[config.mk]
export PLATFORM = sky130hd
export DESIGN_NAME = dda_line_rasterizer
export DESIGN_NICKNAME = d
export VERILOG_FILES = /design/src/rtl/core/dlr_pkg.sv /design/src/rtl/core/dda_line_rasterizer.sv /design/src/rtl/core/dlr_divider.sv
export VERILOG_INCLUDE_DIRS = /design/src /design/src/rtl/core
export SDC_FILE = /design/constraint.sdc
export NUM_CORES = 1
export LEC_CHECK = 0
export BUFFER_PORTS_ARGS = -buffer_cell sky130_fd_sc_hd__clkbuf_2
export CAP_MARGIN = 30
export CORE_MARGIN = 2
export CORE_UTILIZATION = 50
export DETAILED_ROUTE_END_ITERATION = 16
export PLACE_DENSITY_LB_ADDON = 0.12
export RECOVER_POWER = 50
export SLEW_MARGIN = 20
export SYNTH_ARGS = -nofsm -noshare
export SYNTH_HDL_FRONTEND = slang
export SYNTH_HIERARCHICAL = 1
export SYNTH_SLANG_ARGS = --single-unit
[constraint.sdc]
create_clock -name clock -period 6.68 [get_ports clock]
set_input_delay 1.336 -clock clock [delete_from_list [all_inputs] [get_ports clock]]
set_output_delay 1.336 -clock clock [all_outputs]
set_load 0.02 [all_outputs]
[src/rtl/core/assert_macros.svh]
// Assertion macros used by the RTL file that carries checks
`ifndef ASSERT_MACROS_SVH
`define ASSERT_MACROS_SVH

// Condition must never hold outside reset
`define ASSERT_NEVER(label, rst, cond, msg) \
   label: assert property (@(posedge clock) disable iff (rst) !(cond)) \
      else $error(msg);

// Antecedent in one cycle implies consequent in the same cycle
`define ASSERT_IMPLIES(label, rst, ante, cons, msg) \
   label: assert property (@(posedge clock) disable iff (rst) (ante) |-> (cons)) \
      else $error(msg);

// Antecedent in one cycle implies consequent in the next cycle
`define ASSERT_NEXT(label, rst, ante, cons, msg) \
   label: assert property (@(posedge clock) disable iff (rst) (ante) |=> (cons)) \
      else $error(msg);

`endif

[src/rtl/core/dlr_pkg.sv]
// Shared constants, types and helpers for the DDA line rasterizer
package dlr_pkg;

   // Coordinate formats
   localparam int COORD_BITS    = 10;
   localparam int IN_FRAC_BITS  = 6;
   localparam int ACC_FRAC_BITS = 16;

   localparam int IN_BITS      = COORD_BITS + IN_FRAC_BITS;
   localparam int ACC_W        = COORD_BITS + ACC_FRAC_BITS + 2;
   localparam int INC_W        = ACC_FRAC_BITS + 2;
   localparam int QUO_W        = ACC_FRAC_BITS + 1;
   localparam int DIVIDEND_W   = COORD_BITS + ACC_FRAC_BITS;
   localparam int DIV_CNT_W    = $clog2(DIVIDEND_W + 1);
   localparam int PIX_W        = ACC_W - ACC_FRAC_BITS;
   localparam int LEFT_W       = COORD_BITS + 1;

   // Input to accumulator alignment
   localparam int ACC_LSH = (ACC_FRAC_BITS >= IN_FRAC_BITS) ? ACC_FRAC_BITS - IN_FRAC_BITS : 0;
   localparam int ACC_RSH = (ACC_FRAC_BITS >= IN_FRAC_BITS) ? 0 : IN_FRAC_BITS - ACC_FRAC_BITS;

   // Stream payload widths, padded to whole bytes
   localparam int REQ_DATA_W = ((4 * IN_BITS + 7) / 8) * 8;
   localparam int RSP_DATA_W = ((2 * COORD_BITS + 7) / 8) * 8;

   // Configuration register map
   localparam int CSR_ADDR_W = 1;
   localparam logic [CSR_ADDR_W-1:0] CSR_MAX_X = 1'b0;
   localparam logic [CSR_ADDR_W-1:0] CSR_MAX_Y = 1'b1;
   localparam logic [COORD_BITS-1:0] MAX_X_RESET = COORD_BITS'(799);
   localparam logic [COORD_BITS-1:0] MAX_Y_RESET = COORD_BITS'(599);

   // Request kinds
   localparam logic KIND_START = 1'b0;
   localparam logic KIND_STEP  = 1'b1;

   // Sequencer states
   typedef enum logic [1:0] {
      ST_IDLE,
      ST_DIV_X,
      ST_DIV_Y
   } dlr_state_type;

   // Divider command and status
   typedef struct packed {
      logic                  start;
      logic [COORD_BITS-1:0] dividend_mag;
      logic [COORD_BITS-1:0] divisor;
   } dlr_div_cmd_type;

   typedef struct packed {
      logic             done;
      logic [QUO_W-1:0] quotient;
   } dlr_div_status_type;

   // Convert an input coordinate to accumulator format
   function automatic logic [ACC_W-1:0] to_acc(input logic [IN_BITS-1:0] v);
      logic [ACC_W-1:0] ext;
      ext = ACC_W'(v);
      return (ext << ACC_LSH) >> ACC_RSH;
   endfunction

endpackage

[src/rtl/core/dda_line_rasterizer.sv]
// DDA line rasterizer top level: sequencer, accumulators and stream ports
//
// req channel: tuser is the kind (0 start a line, 1 next pixel); tdata carries
// start_x, start_y, end_x, end_y, each unsigned Q10.6, lowest bits first.
// A start transfer gives no result. It loads the accumulators, then runs the
// shared restoring divider twice (x increment, then y), one quotient bit a
// cycle: req_tready stays low after the start transfer until both divisions
// are done.
// A step transfer with an active line puts one pixel into the output register
// the cycle after the transfer; with the receiver taking every result, steps
// go at one per cycle (one accumulator add and round per pixel).
// rsp channel: tdata holds pixel_x then pixel_y; tlast marks the final pixel
// or an abort; tuser is the status (1 pixel outside the window, line aborted).
// A step with no active line is taken and dropped.
// When the receiver stalls, the result holds and req_tready drops until the
// output register frees up.
// csr port: index 0 max_x, index 1 max_y, written at any edge with csr_we outside reset.
// Synchronous reset clears the line, the sequencer and the output valid flag,
// and sets the window limits to max_x 799 and max_y 599.
`include "assert_macros.svh"

module dda_line_rasterizer (
   input  logic                                clock,
   input  logic                                reset,
   // Request stream
   input  logic                                req_tvalid,
   output logic                                req_tready,
   input  logic [dlr_pkg::REQ_DATA_W-1:0]      req_tdata,  // start_x, start_y, end_x, end_y
   input  logic                                req_tuser,  // kind
   // Result stream
   output logic                                rsp_tvalid,
   input  logic                                rsp_tready,
   output logic [dlr_pkg::RSP_DATA_W-1:0]      rsp_tdata,  // pixel_x, pixel_y, zero pad
   output logic                                rsp_tlast,
   output logic                                rsp_tuser,  // status
   // Configuration writes
   input  logic                                csr_we,
   input  logic [dlr_pkg::CSR_ADDR_W-1:0]      csr_addr,
   input  logic [dlr_pkg::COORD_BITS-1:0]      csr_wdata
);

   localparam int IB = dlr_pkg::IN_BITS;
   localparam int CB = dlr_pkg::COORD_BITS;

   dlr_pkg::dlr_state_type             state_ff, state_in;
   logic                               active_ff, active_in;
   logic [dlr_pkg::ACC_W-1:0]          acc_x_ff, acc_x_in;
   logic [dlr_pkg::ACC_W-1:0]          acc_y_ff, acc_y_in;
   logic [dlr_pkg::INC_W-1:0]          inc_x_ff, inc_x_in;
   logic [dlr_pkg::INC_W-1:0]          inc_y_ff, inc_y_in;
   logic [dlr_pkg::LEFT_W-1:0]         left_ff, left_in;
   logic [CB-1:0]                      mag_y_ff, mag_y_in;
   logic                               neg_x_ff, neg_x_in;
   logic                               neg_y_ff, neg_y_in;
   logic                               zero_ff, zero_in;
   logic [CB-1:0]                      max_x_ff, max_y_ff;
   logic                               rsp_valid_ff, rsp_valid_in;
   logic [CB-1:0]                      rsp_x_ff, rsp_x_in;
   logic [CB-1:0]                      rsp_y_ff, rsp_y_in;
   logic                               rsp_last_ff, rsp_last_in;
   logic                               rsp_stat_ff, rsp_stat_in;

   logic [IB-1:0]                      sx, sy, ex, ey;
   logic [IB-1:0]                      dx, dy;
   logic                               nx, ny;
   logic [CB-1:0]                      mx, my, steps;
   logic                               accept;
   logic [dlr_pkg::ACC_W-1:0]          tx, ty;
   logic [dlr_pkg::PIX_W-1:0]          px, py;
   logic                               outside;
   logic [dlr_pkg::LEFT_W-1:0]         left_dec;
   logic [dlr_pkg::INC_W-1:0]          quo_ext;
   logic [dlr_pkg::INC_W-1:0]          inc_new;

   dlr_pkg::dlr_div_cmd_type           div_cmd;
   dlr_pkg::dlr_div_status_type        div_status;

   // Unpack the request payload
   assign sx = req_tdata[IB-1:0];
   assign sy = req_tdata[2*IB-1:IB];
   assign ex = req_tdata[3*IB-1:2*IB];
   assign ey = req_tdata[4*IB-1:3*IB];

   // Whole-pixel differences and step count
   assign nx    = ex < sx;
   assign ny    = ey < sy;
   assign dx    = nx ? sx - ex : ex - sx;
   assign dy    = ny ? sy - ey : ey - sy;
   assign mx    = dx[IB-1:dlr_pkg::IN_FRAC_BITS];
   assign my    = dy[IB-1:dlr_pkg::IN_FRAC_BITS];
   assign steps = (mx > my) ? mx : my;

   // Round half up: add one half, keep the whole part
   assign tx = acc_x_ff + dlr_pkg::ACC_W'(1 << (dlr_pkg::ACC_FRAC_BITS - 1));
   assign ty = acc_y_ff + dlr_pkg::ACC_W'(1 << (dlr_pkg::ACC_FRAC_BITS - 1));
   assign px = tx[dlr_pkg::ACC_W-1:dlr_pkg::ACC_FRAC_BITS];
   assign py = ty[dlr_pkg::ACC_W-1:dlr_pkg::ACC_FRAC_BITS];
   assign outside = px[dlr_pkg::PIX_W-1] || py[dlr_pkg::PIX_W-1] ||
                    (px[CB:0] > {1'b0, max_x_ff}) || (py[CB:0] > {1'b0, max_y_ff});
   assign left_dec = (left_ff != '0) ? left_ff - 1'b1 : left_ff;

   // Signed increment from the divider result
   assign quo_ext = dlr_pkg::INC_W'(div_status.quotient);

   // Accept only when idle and the output register can take a result
   assign req_tready = (state_ff == dlr_pkg::ST_IDLE) && (!rsp_valid_ff || rsp_tready);
   assign accept     = req_tvalid && req_tready;

   // Sequencer, accumulators and output register
   always_comb begin
      state_in     = state_ff;
      active_in    = active_ff;
      acc_x_in     = acc_x_ff;
      acc_y_in     = acc_y_ff;
      inc_x_in     = inc_x_ff;
      inc_y_in     = inc_y_ff;
      left_in      = left_ff;
      mag_y_in     = mag_y_ff;
      neg_x_in     = neg_x_ff;
      neg_y_in     = neg_y_ff;
      zero_in      = zero_ff;
      rsp_valid_in = rsp_valid_ff && !rsp_tready;
      rsp_x_in     = rsp_x_ff;
      rsp_y_in     = rsp_y_ff;
      rsp_last_in  = rsp_last_ff;
      rsp_stat_in  = rsp_stat_ff;
      div_cmd      = '0;
      inc_new      = '0;
      case (state_ff)
         dlr_pkg::ST_IDLE: begin
            if (accept && req_tuser == dlr_pkg::KIND_START) begin
               acc_x_in  = dlr_pkg::to_acc(sx);
               acc_y_in  = dlr_pkg::to_acc(sy);
               left_in   = dlr_pkg::LEFT_W'(steps) + 1'b1;
               active_in = 1'b1;
               mag_y_in  = my;
               neg_x_in  = nx;
               neg_y_in  = ny;
               zero_in   = (steps == '0);
               div_cmd.start        = 1'b1;
               div_cmd.dividend_mag = mx;
               div_cmd.divisor      = steps;
               state_in  = dlr_pkg::ST_DIV_X;
            end else if (accept && active_ff) begin
               // Emit the pixel, then advance or end the line
               rsp_valid_in = 1'b1;
               rsp_x_in     = px[CB-1:0];
               rsp_y_in     = py[CB-1:0];
               rsp_stat_in  = outside;
               if (outside) begin
                  rsp_last_in = 1'b1;
                  active_in   = 1'b0;
               end else begin
                  acc_x_in    = acc_x_ff + {{(dlr_pkg::ACC_W-dlr_pkg::INC_W){inc_x_ff[dlr_pkg::INC_W-1]}},
                                            inc_x_ff};
                  acc_y_in    = acc_y_ff + {{(dlr_pkg::ACC_W-dlr_pkg::INC_W){inc_y_ff[dlr_pkg::INC_W-1]}},
                                            inc_y_ff};
                  left_in     = left_dec;
                  rsp_last_in = (left_dec == '0);
                  active_in   = (left_dec != '0);
               end
            end
         end
         dlr_pkg::ST_DIV_X: begin
            if (div_status.done) begin
               inc_new  = neg_x_ff ? -quo_ext : quo_ext;
               inc_x_in = zero_ff ? '0 : inc_new;
               div_cmd.start        = 1'b1;
               div_cmd.dividend_mag = mag_y_ff;
               div_cmd.divisor      = left_ff[CB-1:0] - 1'b1;
               state_in = dlr_pkg::ST_DIV_Y;
            end
         end
         dlr_pkg::ST_DIV_Y: begin
            if (div_status.done) begin
               inc_new  = neg_y_ff ? -quo_ext : quo_ext;
               inc_y_in = zero_ff ? '0 : inc_new;
               state_in = dlr_pkg::ST_IDLE;
            end
         end
         default: begin
            state_in = dlr_pkg::ST_IDLE;
         end
      endcase
   end

   always_ff @(posedge clock) begin
      if (reset) begin
         state_ff     <= dlr_pkg::ST_IDLE;
         active_ff    <= 1'b0;
         acc_x_ff     <= '0;
         acc_y_ff     <= '0;
         inc_x_ff     <= '0;
         inc_y_ff     <= '0;
         left_ff      <= '0;
         rsp_valid_ff <= 1'b0;
      end else begin
         state_ff     <= state_in;
         active_ff    <= active_in;
         acc_x_ff     <= acc_x_in;
         acc_y_ff     <= acc_y_in;
         inc_x_ff     <= inc_x_in;
         inc_y_ff     <= inc_y_in;
         left_ff      <= left_in;
         rsp_valid_ff <= rsp_valid_in;
      end
      mag_y_ff    <= mag_y_in;
      neg_x_ff    <= neg_x_in;
      neg_y_ff    <= neg_y_in;
      zero_ff     <= zero_in;
      rsp_x_ff    <= rsp_x_in;
      rsp_y_ff    <= rsp_y_in;
      rsp_last_ff <= rsp_last_in;
      rsp_stat_ff <= rsp_stat_in;
   end

   // Window limits
   always_ff @(posedge clock) begin
      if (reset) begin
         max_x_ff <= dlr_pkg::MAX_X_RESET;
         max_y_ff <= dlr_pkg::MAX_Y_RESET;
      end else if (csr_we) begin
         case (csr_addr)
            dlr_pkg::CSR_MAX_X: max_x_ff <= csr_wdata;
            dlr_pkg::CSR_MAX_Y: max_y_ff <= csr_wdata;
            default: begin
               max_x_ff <= max_x_ff;
            end
         endcase
      end
   end

   // Shared divider
   dlr_divider u_divider (
      .clock  (clock),
      .reset  (reset),
      .cmd    (div_cmd),
      .status (div_status)
   );

   // Result port
   assign rsp_tvalid = rsp_valid_ff;
   assign rsp_tdata  = {{(dlr_pkg::RSP_DATA_W-2*CB){1'b0}}, rsp_y_ff, rsp_x_ff};
   assign rsp_tlast  = rsp_last_ff;
   assign rsp_tuser  = rsp_stat_ff;

   // Checks
   `ASSERT_NEVER(a_ready_only_idle, reset, req_tready && (state_ff != dlr_pkg::ST_IDLE), "ready outside idle")
   `ASSERT_NEXT(a_start_divides, reset, accept && (req_tuser == dlr_pkg::KIND_START), state_ff == dlr_pkg::ST_DIV_X, "start did not enter division")
   `ASSERT_IMPLIES(a_done_in_div, reset, div_status.done, state_ff != dlr_pkg::ST_IDLE, "divider done while idle")
   `ASSERT_NEXT(a_no_line_no_pixel, reset, accept && (req_tuser == dlr_pkg::KIND_STEP) && !active_ff && !(rsp_valid_ff && !rsp_tready), !rsp_valid_ff, "pixel without a line")

endmodule

[src/rtl/core/dlr_divider.sv]
// Restoring divider: one quotient bit a cycle, (mag << ACC_FRAC_BITS) / divisor
module dlr_divider (
   input  logic                        clock,
   input  logic                        reset,
   input  dlr_pkg::dlr_div_cmd_type    cmd,
   output dlr_pkg::dlr_div_status_type status
);

   logic                              busy_ff, busy_in;
   logic                              done_ff, done_in;
   logic [dlr_pkg::DIV_CNT_W-1:0]     cnt_ff, cnt_in;
   logic [dlr_pkg::COORD_BITS-1:0]    rem_ff, rem_in;
   logic [dlr_pkg::DIVIDEND_W-1:0]    quo_ff, quo_in;
   logic [dlr_pkg::COORD_BITS-1:0]    div_ff, div_in;
   logic [dlr_pkg::COORD_BITS:0]      trial;
   logic [dlr_pkg::COORD_BITS:0]      diff;
   logic                              fits;

   // Trial subtract of the shifted remainder
   assign trial = {rem_ff, quo_ff[dlr_pkg::DIVIDEND_W-1]};
   assign diff  = trial - {1'b0, div_ff};
   assign fits  = trial >= {1'b0, div_ff};

   // Load, iterate and finish
   always_comb begin
      busy_in = busy_ff;
      done_in = 1'b0;
      cnt_in  = cnt_ff;
      rem_in  = rem_ff;
      quo_in  = quo_ff;
      div_in  = div_ff;
      if (cmd.start) begin
         busy_in = 1'b1;
         cnt_in  = '0;
         rem_in  = '0;
         quo_in  = {cmd.dividend_mag, {dlr_pkg::ACC_FRAC_BITS{1'b0}}};
         div_in  = cmd.divisor;
      end else if (busy_ff) begin
         rem_in = fits ? diff[dlr_pkg::COORD_BITS-1:0] : trial[dlr_pkg::COORD_BITS-1:0];
         quo_in = {quo_ff[dlr_pkg::DIVIDEND_W-2:0], fits};
         cnt_in = cnt_ff + 1'b1;
         if (cnt_ff == dlr_pkg::DIV_CNT_W'(dlr_pkg::DIVIDEND_W - 1)) begin
            busy_in = 1'b0;
            done_in = 1'b1;
         end
      end
   end

   always_ff @(posedge clock) begin
      if (reset) begin
         busy_ff <= 1'b0;
         done_ff <= 1'b0;
         cnt_ff  <= '0;
      end else begin
         busy_ff <= busy_in;
         done_ff <= done_in;
         cnt_ff  <= cnt_in;
      end
      rem_ff <= rem_in;
      quo_ff <= quo_in;
      div_ff <= div_in;
   end

   // Quotient <= one whole unit if divisor != 0; the low bits hold it all
   assign status.done     = done_ff;
   assign status.quotient = quo_ff[dlr_pkg::QUO_W-1:0];

endmodule
==> results.txt, run 1 <==
Most used cell along the critical path = buf_4
Endpoints failing setup = 0
Power per cell area = 246 nW/um^2
Clock sink count = 215
Slew headroom = -31.6%
Starting DRT DRC Count = 945
Die H = 183 um
DP Cell Count = 2382
CTS tree = yes
CP endpoint kind = register
Synth top area cells = dfxtp_1 20%, ha_1 13%, edfxtp_1 10%
Peak VDD IR = 0.193 mV
Final Max Tran Viols = 100
Core box area = 31500 um^2
FF-to-FF setup slack = 2.22 ns
Worst EP required = 7.14 ns
Synth area leader = dfxtp_1
Post-layout nets = 2254
Worst hold start = acc_y_ff[7]
First-pass GRT wire length = 70700 um
Crit path max-delay cell type = a2111oi_0
Total CTS buffers = 25
Sequential area share after synthesis = 30.5%
Final worst path period need = 6.30 ns
Worst path arrival time = 6.76 ns
Vias per std cell = 5.81
RSZ-0062 raised after global routing = no
WHS Endpoint = acc_y_ff[7]
Hold Path Cell Cnt = 2
Hold-fix buffers, CTS = 0
Final-report hold violation count = 0
Syn avg cell area = 8.34 um^2
Asr flop ratio synth = 0%
H-tree depth = 1
Footprint of the multi-input gates = 10100 um^2
Slowest stage delay, CP = 0.52 ns
Largest net degree at the start of global routing = 72
Setup TNS after final layout = 0 ns
Main flop type after synthesis = dfxtp_1
I/O pin total = 109
Worst Hold Slack = 0.456 ns
EDFF count, synth = 55
Placer Congestion = 0.924
Final setup margin = 0.384 ns
Post-Syn Instances = 1911
Clock Latency Late Sink = 0.55 ns
Share of layout cells above drive strength 1 = 10.8%
Vias in the first global route = 13200
Crit path max fanout = 6
Remaining DRCs = 0
Number of diodes = 0
Period utilization = 94.3%
Number of port buffers = 104
Area Overhead vs Synth = 11.3%
Ys Warns = 6
Routed vias = 14100
Post-CTS setup buffers = 0
Routed Antenna Nets = 0
Initial Util = 50.6%
Num rows = 65
Lkg Pwr = 0.00790 uW
Number of fill cells = 2943
Outcome = finished with violations
DP Worst Slack = -0.105 ns
Die area = 33300 um^2
Final non-filler cell total = 2431
Hold Crit Class = reg2reg
Routed len/inst = 18.5 um
Crit-path cells = clkbuf_2, inv_1, ha_1, a211oi_1, o21ba_2, nor2_1, a211oi_4, buf_4, mux2_1, a311oi_1, xnor2_1, ha_1, a21oi_1, o21ai_0, a2111oi_0, buf_4, nor2_1, inv_1, buf_4, mux2i_1, nor4_4, or4b_1, xnor2_1, a211oi_1
Overflow after GRT = 0
Synth unique cells = 94
Violated checks = max-capacitance violations, max-slew violations
Achievable Freq = 159 MHz
Antenna violations before repair = 0
Clk slew on worst S/H paths = 0.06 ns
Yosys reg bits = 215
Reg area = 4860 um^2
Clock tree buffer depth = 3
DR pass1 iterations = 5
Yosys top cell area share = 20.1%
Post-CTS sizing = 0
Worst reg2reg path startpoint = acc_y_ff[17]
Post-DP HPWL = 34200 um
Count leader, synth = nor2_1
All-Layer GR Usage = 26.4%
Max Cap Violations = 3
RR Endpoint = acc_y_ff[3]
Root Driver = clkbuf_16
List of most frequent post-synthesis cells = 186 x nor2_1, 183 x nand2_1, 160 x dfxtp_1, 160 x ha_1, 148 x inv_1
Mapped cell area = 15900 um^2
CP Class = in2reg
Crit path launch type = input pin
Worst-Margin Slew = 1.97 ns
Cell count of the worst reg-to-reg path = 14
WL final = 45000 um
Die X = 183 um
Fin Clk Skew = 0.0314 ns
==> registers in the layout, summed over array words and instances, names as in the netlist, 11 cells and up <==
name / flops
left_ff: 11
inc_y_ff: 18
acc_x_ff: 28
acc_y_ff: 28
inc_x_ff: 18
u_divider/quo_ff: 26
==> area by class of cell <==
| class | instances | area share (%) |
|---|---|---|
| clock inverter | 13 | 0.508 |
| tap | 402 | 2.84 |
| inverter | 149 | 3.17 |
| multi-input combinational | 1452 | 56.8 |
| clock buffer | 33 | 3.81 |
| sequential | 215 | 27.4 |
| timing repair buffer | 167 | 5.48 |
==> routing by layer <==
metal / GRT usage (%) / share of wire (%) / up-vias
met5: 0 / 0 / -
met4: 6.87 / 2.2 / 0
met3: 4.19 / 5.7 / 62
met2: 41.7 / 44 / 372
met1: 37.6 / 48 / 6676
li1: - / - / 7019
==> worst max-delay path, delay by kind of cell <==
| family | cells | cell delay, ns |
|---|---|---|
| AO/OA/AOI/OAI | 8 | 2.34 |
| XOR/XNOR | 2 | 0.27 |
| adder cells (fa/ha/maj) | 2 | 0.51 |
| buffers and inverters | 6 | 0.89 |
| multiplexers | 2 | 0.47 |
| AND/OR/NAND/NOR | 4 | 0.93 |
==> kinds of logic (layout without fill, tap and decap cells) <==
| family | after synthesis | in the layout | share of synthesized area, % |
|---|---|---|---|
| AO/OA/AOI/OAI | 497 | 497 | 21.6 |
| XOR/XNOR | 138 | 138 | 7.58 |
| adder cells (fa/ha/maj) | 163 | 163 | 12.9 |
| buffers and inverters | 247 | 362 | 6.46 |
| flip-flops | 215 | 215 | 30.5 |
| multiplexers | 54 | 54 | 3.49 |
| other | 1 | 4 | 0.0235 |
| AND/OR/NAND/NOR | 596 | 596 | 17.5 |
==> through the flow <==
stage / instance area [um^2] / power (uW) / util (%)
global route: 17700 / 4600 / 56.3
finish: 17700 / 4350 / 56.3
CTS: 17800 / 4360 / 56.4
detailed placement: 17000 / 3070 / 54.0
global placement: 17000 / 3050 / 53.9
floorplan: 15900 / 2570 / -
==> worst max-delay path by stage <==
stage / from / slack [ns] / end / cells past startpoint
2_1_floorplan: req_tdata[5] / 0.10 / left_ff[7] / 21
3_3_place_gp: req_tdata[5] / 0.1 / left_ff[8] / 26
3_5_place_dp: req_tdata[5] / -0.10 / left_ff[8] / 26
4_1_cts: req_tdata[5] / 0.45 / left_ff[7] / 24
5_1_grt: req_tdata[9] / 0.004 / left_ff[10] / 26
6_report: req_tdata[9] / 0.38 / left_ff[7] / 24
==> power breakdown <==
group / internal [uW] / switching (uW)
Sequential: 1430 / 82.3
Clock: 719 / 569
Combinational: 663 / 893
Total: 2810 / 1540
==> cells in the final DEF (no fill, tap or decap), types with 31 or more instances in the layout <==
master,n
a211oi_1,31
a21o_1,33
nand2_1,183
ha_1,160
nand3_1,41
xor2_1,41
dfxtp_1,159
clkbuf_2,80
a21oi_1,117
clkbuf_1,32
edfxtp_1,55
xnor2_1,97
buf_4,59
mux2i_1,46
o21ai_0,68
inv_1,148
nor3_1,37
nor2_1,186
a22oi_1,39
No activity file was read; power rests on OpenSTA's default activity.
==> inputs of run 2 (changes only) <==
==> constraint.sdc (replaced) <==
create_clock -name clock -period 6.68 [get_ports clock]
set_input_delay 0.668 -clock clock [delete_from_list [all_inputs] [get_ports clock]]
set_output_delay 0.668 -clock clock [all_outputs]
set_load 0.02 [all_outputs]
==> run 2 against run 1 <==
Effect of this change:
- the flow still finishes with violations (max-capacitance violations, max-slew violations)
- critical endpoint is now left_ff[8]
- via count fell by 2.1%
- clock power rose by 12%
- sequential power barely moved
==> results.txt, run 2 (synthesis gave the netlist of run 1 again) <==
P_int = 2870 uW
Area Overhead vs Synth = 9.90%
Max Cap Violations = 6
Post-layout nets = 2217
Switching Power = 1520 uW
Overflow after GRT = 0
Clock Latency Late Sink = 0.54 ns
Placer Congestion = 0.916
Number of fill cells = 2991
Endpoints failing setup = 0
FF-to-FF setup slack = 2.02 ns
Power per cell area = 251 nW/um^2
Slew headroom = -92.5%
Share of layout cells above drive strength 1 = 9.03%
Die H = 183 um
Worst path arrival time = 6.18 ns
Achievable Freq = 170 MHz
Largest net degree at the start of global routing = 68
Routed len/inst = 18.3 um
DR pass1 iterations = 5
Sw Ratio = 34.7%
RSZ-0062 raised after global routing = no
Worst-Margin Slew = 2.89 ns
CP Class = in2reg
Routed Antenna Nets = 0
Clock tree buffer depth = 3
Post-CTS setup buffers = 0
Violated checks = max-capacitance violations, max-slew violations
Remaining DRCs = 0
Sequential share of power = 34.3%
Fin Clk Skew = 0.0170 ns
Post-DP HPWL = 33200 um
Clock sink count = 215
Initial Util = 50.6%
Crit path launch type = input pin
Antenna violations before repair = 0
Period utilization = 88.2%
Cell area after layout = 17500 um^2
H-tree depth = 1
Outcome = finished with violations
Worst EP required = 6.97 ns
CP endpoint kind = register
Comb power frac = 32.7%
I/O pin total = 109
Number of port buffers = 104
Crit path max fanout = 8
Number of diodes = 0
Starting DRT DRC Count = 910
Core box area = 31500 um^2
Final setup margin = 0.789 ns
Lkg Pwr = 0.00775 uW
First-pass GRT wire length = 69500 um
Clk pwr share = 33.0%
Most frequent cells in the layout = 186 x nor2_1, 183 x nand2_1, 160 x ha_1
Die X = 183 um
Setup TNS after final layout = 0 ns
Hold-fix buffers, CTS = 0
All-Layer GR Usage = 25.8%
Num rows = 65
Clk slew on worst S/H paths = 0.06 ns
Post-CTS sizing = 0
Routed vias = 13800
Vias in the first global route = 13200
Final worst path period need = 5.89 ns
Root Driver = clkbuf_16
CTS tree = yes
Peak VDD IR = 0.183 mV
Commonest non-fill, non-tap cell in the layout = nor2_1
Total CTS buffers = 26
Vias per std cell = 5.77
Post-DP Area = 16700 um^2
WL final = 43800 um
Final Max Tran Viols = 269
Top Registers = acc_x_ff x28, acc_y_ff x28, u_divider/quo_ff x26
Final-report hold violation count = 0
Hold Crit Class = in2reg
Die area = 33300 um^2
DP Worst Slack = 0.405 ns
run 2: cell count changes in the layout (fill, tap and decap cells not counted), sizes merged:
cell / previous run / this run
bufinv: 0 / 3
clkbuf: 139 / 142
buf: 61 / 17
inv: 151 / 152
clkinv: 9 / 10
run 2: area by class of cell:
type                       count  area [um^2]  share of cell area (%)
multi-input combinational   1452        10100                    57.4
timing repair buffer         129          652                    3.72
tap                          402          503                    2.87
clock buffer                  30          697                    3.98
clock inverter                18          184                    1.05
inverter                     149          562                    3.21
sequential                   215         4860                    27.7
run 2: power by group through the flow:
| stage | clock network, uW | registers [uW] | logic (uW) |
|---|---|---|---|
| floorplan | 0 | 1500 | 1070 |
| global placement | 0 | 1530 | 1410 |
| detailed placement | 0 | 1530 | 1430 |
| CTS | 1480 | 1500 | 1440 |
| global route | 1530 | 1520 | 1590 |
| finish | 1450 | 1510 | 1440 |
run 2: metal layers:
metal | routed length (um) | up-vias | GRT usage (%)
li1 | - | 6945 | -
met2 | 19900 | 347 | 42.3
met5 | 0 | - | 0
met3 | 2350 | 60 | 3.23
met1 | 20600 | 6474 | 35.9
met4 | 926 | 0 | 6.94
run 2: per-stage QoR:
| stage | hold WS [ns] | power [uW] | utilization (%) | instances |
|---|---|---|---|---|
| after floorplan | 0.435 | 2570 | - | 1914 |
| after global placement | 0.442 | 2940 | 53.0 | 2343 |
| after detailed placement | 0.450 | 2960 | 53.0 | 2344 |
| after CTS | 0.341 | 4420 | 55.8 | 2392 |
| after global routing | 0.352 | 4640 | 55.7 | 2395 |
| final | 0.349 | 4400 | 55.7 | 2395 |
run 2: final timing paths:
check / start / endpoint / cells after the start
worst max-delay path: req_tdata[18] / left_ff[8] / 25
worst min register to register: acc_y_ff[9] / acc_y_ff[9] / 2
worst max register to register: rsp_tvalid / left_ff[8] / 9
worst min-delay path: csr_wdata[9] / max_x_ff[9] / 2
run 2: critical path, cell delays in order:
cell and delay (ns):
clkbuf_2 0.14, inv_1 0.06, ha_1 0.35, a211o_1 0.31, a31o_1 0.23, a221oi_4 0.50
o21ai_4 0.18, inv_4 0.12, mux2i_1 0.27, xnor2_1 0.22, inv_1 0.08, ha_1 0.30
a21oi_1 0.18, o21ai_0 0.13, a2111oi_0 0.53, nor2_1 0.13, inv_1 0.23, mux2_4 0.37
inv_1 0.07, ha_1 0.13, inv_1 0.05, nor3_1 0.39, and4_1 0.34, or3_1 0.13
a21oi_1 0.06
==> inputs of run 3 (changes only) <==
--- a/config.mk
+++ b/config.mk
@@ -11,7 +11,7 @@
 export CORE_MARGIN = 2
 export CORE_UTILIZATION = 50
 export DETAILED_ROUTE_END_ITERATION = 16
-export PLACE_DENSITY_LB_ADDON = 0.12
+export PLACE_DENSITY = 0.68
 export RECOVER_POWER = 50
 export SLEW_MARGIN = 20
 export SYNTH_ARGS = -nofsm -noshare
==> constraint.sdc (replaced) <==
create_clock -name clock -period 7.4 [get_ports clock]
set_input_delay 0.74 -clock clock [delete_from_list [all_inputs] [get_ports clock]]
set_output_delay 0.74 -clock clock [all_outputs]
set_load 0.02 [all_outputs]
==> run 3 against run 2 <==
Effect of this change:
- the flow still finishes with violations (max-capacitance violations, max-slew violations)
- global-route usage is 0.062 points higher
- design area shrank 0.17%
- sequential power decreased by 9.9%
- critical path depth fell by 3
- clock power decreased by 9%
- critical endpoint unchanged
- highest routed layer unchanged
==> results.txt, run 3 (synthesis gave the netlist of run 1 again) <==
Final worst path period need = 6.39 ns
Max Cap Violations = 6
Crit path max fanout = 13
Worst Setup SP = req_tdata[5]
Hold-fix buffers, CTS = 0
Root Driver = clkbuf_16
RR Endpoint = u_divider/quo_ff[18]
WL final = 43300 um
Worst EP required = 7.68 ns
Slew headroom = -141%
Violated checks = max-capacitance violations, max-slew violations
I/O pin total = 109
Outcome = finished with violations
Cell count of the worst reg-to-reg path = 9
Vias per std cell = 5.88
Clk slew on worst S/H paths = 0.06 ns
Post-DP HPWL = 32600 um
Final Max Tran Viols = 284
Total CTS buffers = 26
Routed vias = 14000
Commonest non-fill, non-tap cell in the layout = nor2_1
Share of layout cells above drive strength 1 = 8.76%
Fin Clk Skew = 0.0112 ns
Clock sink count = 215
Crit path launch type = input pin
All-Layer GR Usage = 25.9%
Num rows = 65
Cell area after layout = 17500 um^2
RSZ-0062 raised after global routing = no
Number of diodes = 0
CP Class = in2reg
Placer Congestion = 0.926
CP endpoint = left_ff[8]
Number of port buffers = 104
Worst-Margin Slew = 3.62 ns
Hold Crit Class = in2reg
Vias in the first global route = 13500
Clock tree buffer depth = 3
Die area = 33300 um^2
Most frequent cells in the layout = 186 x nor2_1, 183 x nand2_1, 160 x ha_1
Period utilization = 86.4%
Lkg Pwr = 0.00772 uW
Post-DP Area = 16700 um^2
Routed Antenna Nets = 0
FF-to-FF setup slack = 1.01 ns
Achievable Freq = 156 MHz
Top Registers = acc_x_ff x28, acc_y_ff x28, u_divider/quo_ff x26
DR pass1 iterations = 5
CP endpoint kind = register
Power, Total = 3960 uW
Peak VDD IR = 0.179 mV
Power per cell area = 227 nW/um^2
Endpoints failing setup = 0
Initial Util = 50.6%
Antenna violations before repair = 1
H-tree depth = 1
Post-CTS sizing = 0
Post-CTS setup buffers = 0
Remaining DRCs = 0
CTS tree = yes
Post-layout nets = 2211
Core box area = 31500 um^2
Die X = 183 um
Largest net degree at the start of global routing = 72
Worst reg2reg path startpoint = rsp_tvalid
Worst path arrival time = 6.67 ns
Area Overhead vs Synth = 9.71%
Die H = 183 um
Routed len/inst = 18.1 um
Overflow after GRT = 0
Final-report hold violation count = 0
Post-layout util = 55.6%
Starting DRT DRC Count = 1012
Clock Latency Late Sink = 0.54 ns
Setup TNS after final layout = 0 ns
First-pass GRT wire length = 70300 um
## run 3: layout make-up
| type | instances | area, um^2 |
|---|---|---|
| fill | 2905 | 14000 |
| multi-input combinational | 1452 | 10100 |
| sequential | 215 | 4860 |
| clock buffer | 33 | 717 |
| timing repair buffer | 123 | 602 |
| inverter | 149 | 562 |
| tap | 402 | 503 |
| clock inverter | 14 | 174 |
## run 3: worst min path at each step
stage                 startpoint           to  slack [ns]  cells after the start
floorplan            max_y_ff[1]  max_y_ff[1]        0.44                      1
global placement     acc_x_ff[7]  acc_x_ff[7]        0.44                      2
detailed placement   max_x_ff[6]  max_x_ff[6]        0.45                      2
CTS                 csr_wdata[4]  max_x_ff[4]        0.42                      2
global route        csr_wdata[4]  max_x_ff[4]        0.43                      2
finish              csr_wdata[4]  max_x_ff[4]        0.43                      2
## run 3: power breakdown
group | internal [uW] | total [uW] | switching [uW]
combinational | 502 | 1280 | 779
sequential | 1290 | 1360 | 69.5
clock | 795 | 1320 | 528
## run 3: layer usage
layer | up-vias | wire length [um] | GRT usage [%]
li1 | 6934 | - | -
met1 | 6639 | 20200 | 36.0
met2 | 399 | 19400 | 42.6
met3 | 75 | 2550 | 3.13
met4 | 0 | 1110 | 6.65
met5 | - | 0 | 0
## run 3: through the flow
stage	hold WS, ns	setup WS [ns]	cells
6_report	0.429	1.01	2388
5_1_grt	0.428	0.529	2388
4_1_cts	0.416	1.18	2386
3_5_place_dp	0.450	0.632	2339
3_3_place_gp	0.442	0.714	2337
2_1_floorplan	0.435	1.42	1914
## run 3: critical path, cell delays in order
cell       delay [ns]
clkbuf_2         0.11
inv_1            0.05
ha_1             0.36
a211oi_1         0.24
o21bai_1         0.10
a31o_2           0.28
a211oi_4         0.59
mux2_2           0.41
a221oi_1         0.60
ha_1             0.37
a21o_1           0.17
a2111oi_0        0.55
nor2_1           0.22
inv_1            0.39
mux2_4           0.38
inv_1            0.07
ha_1             0.14
inv_1            0.06
nor3_1           0.37
and4_1           0.31
or3_1            0.12
a21oi_1          0.05
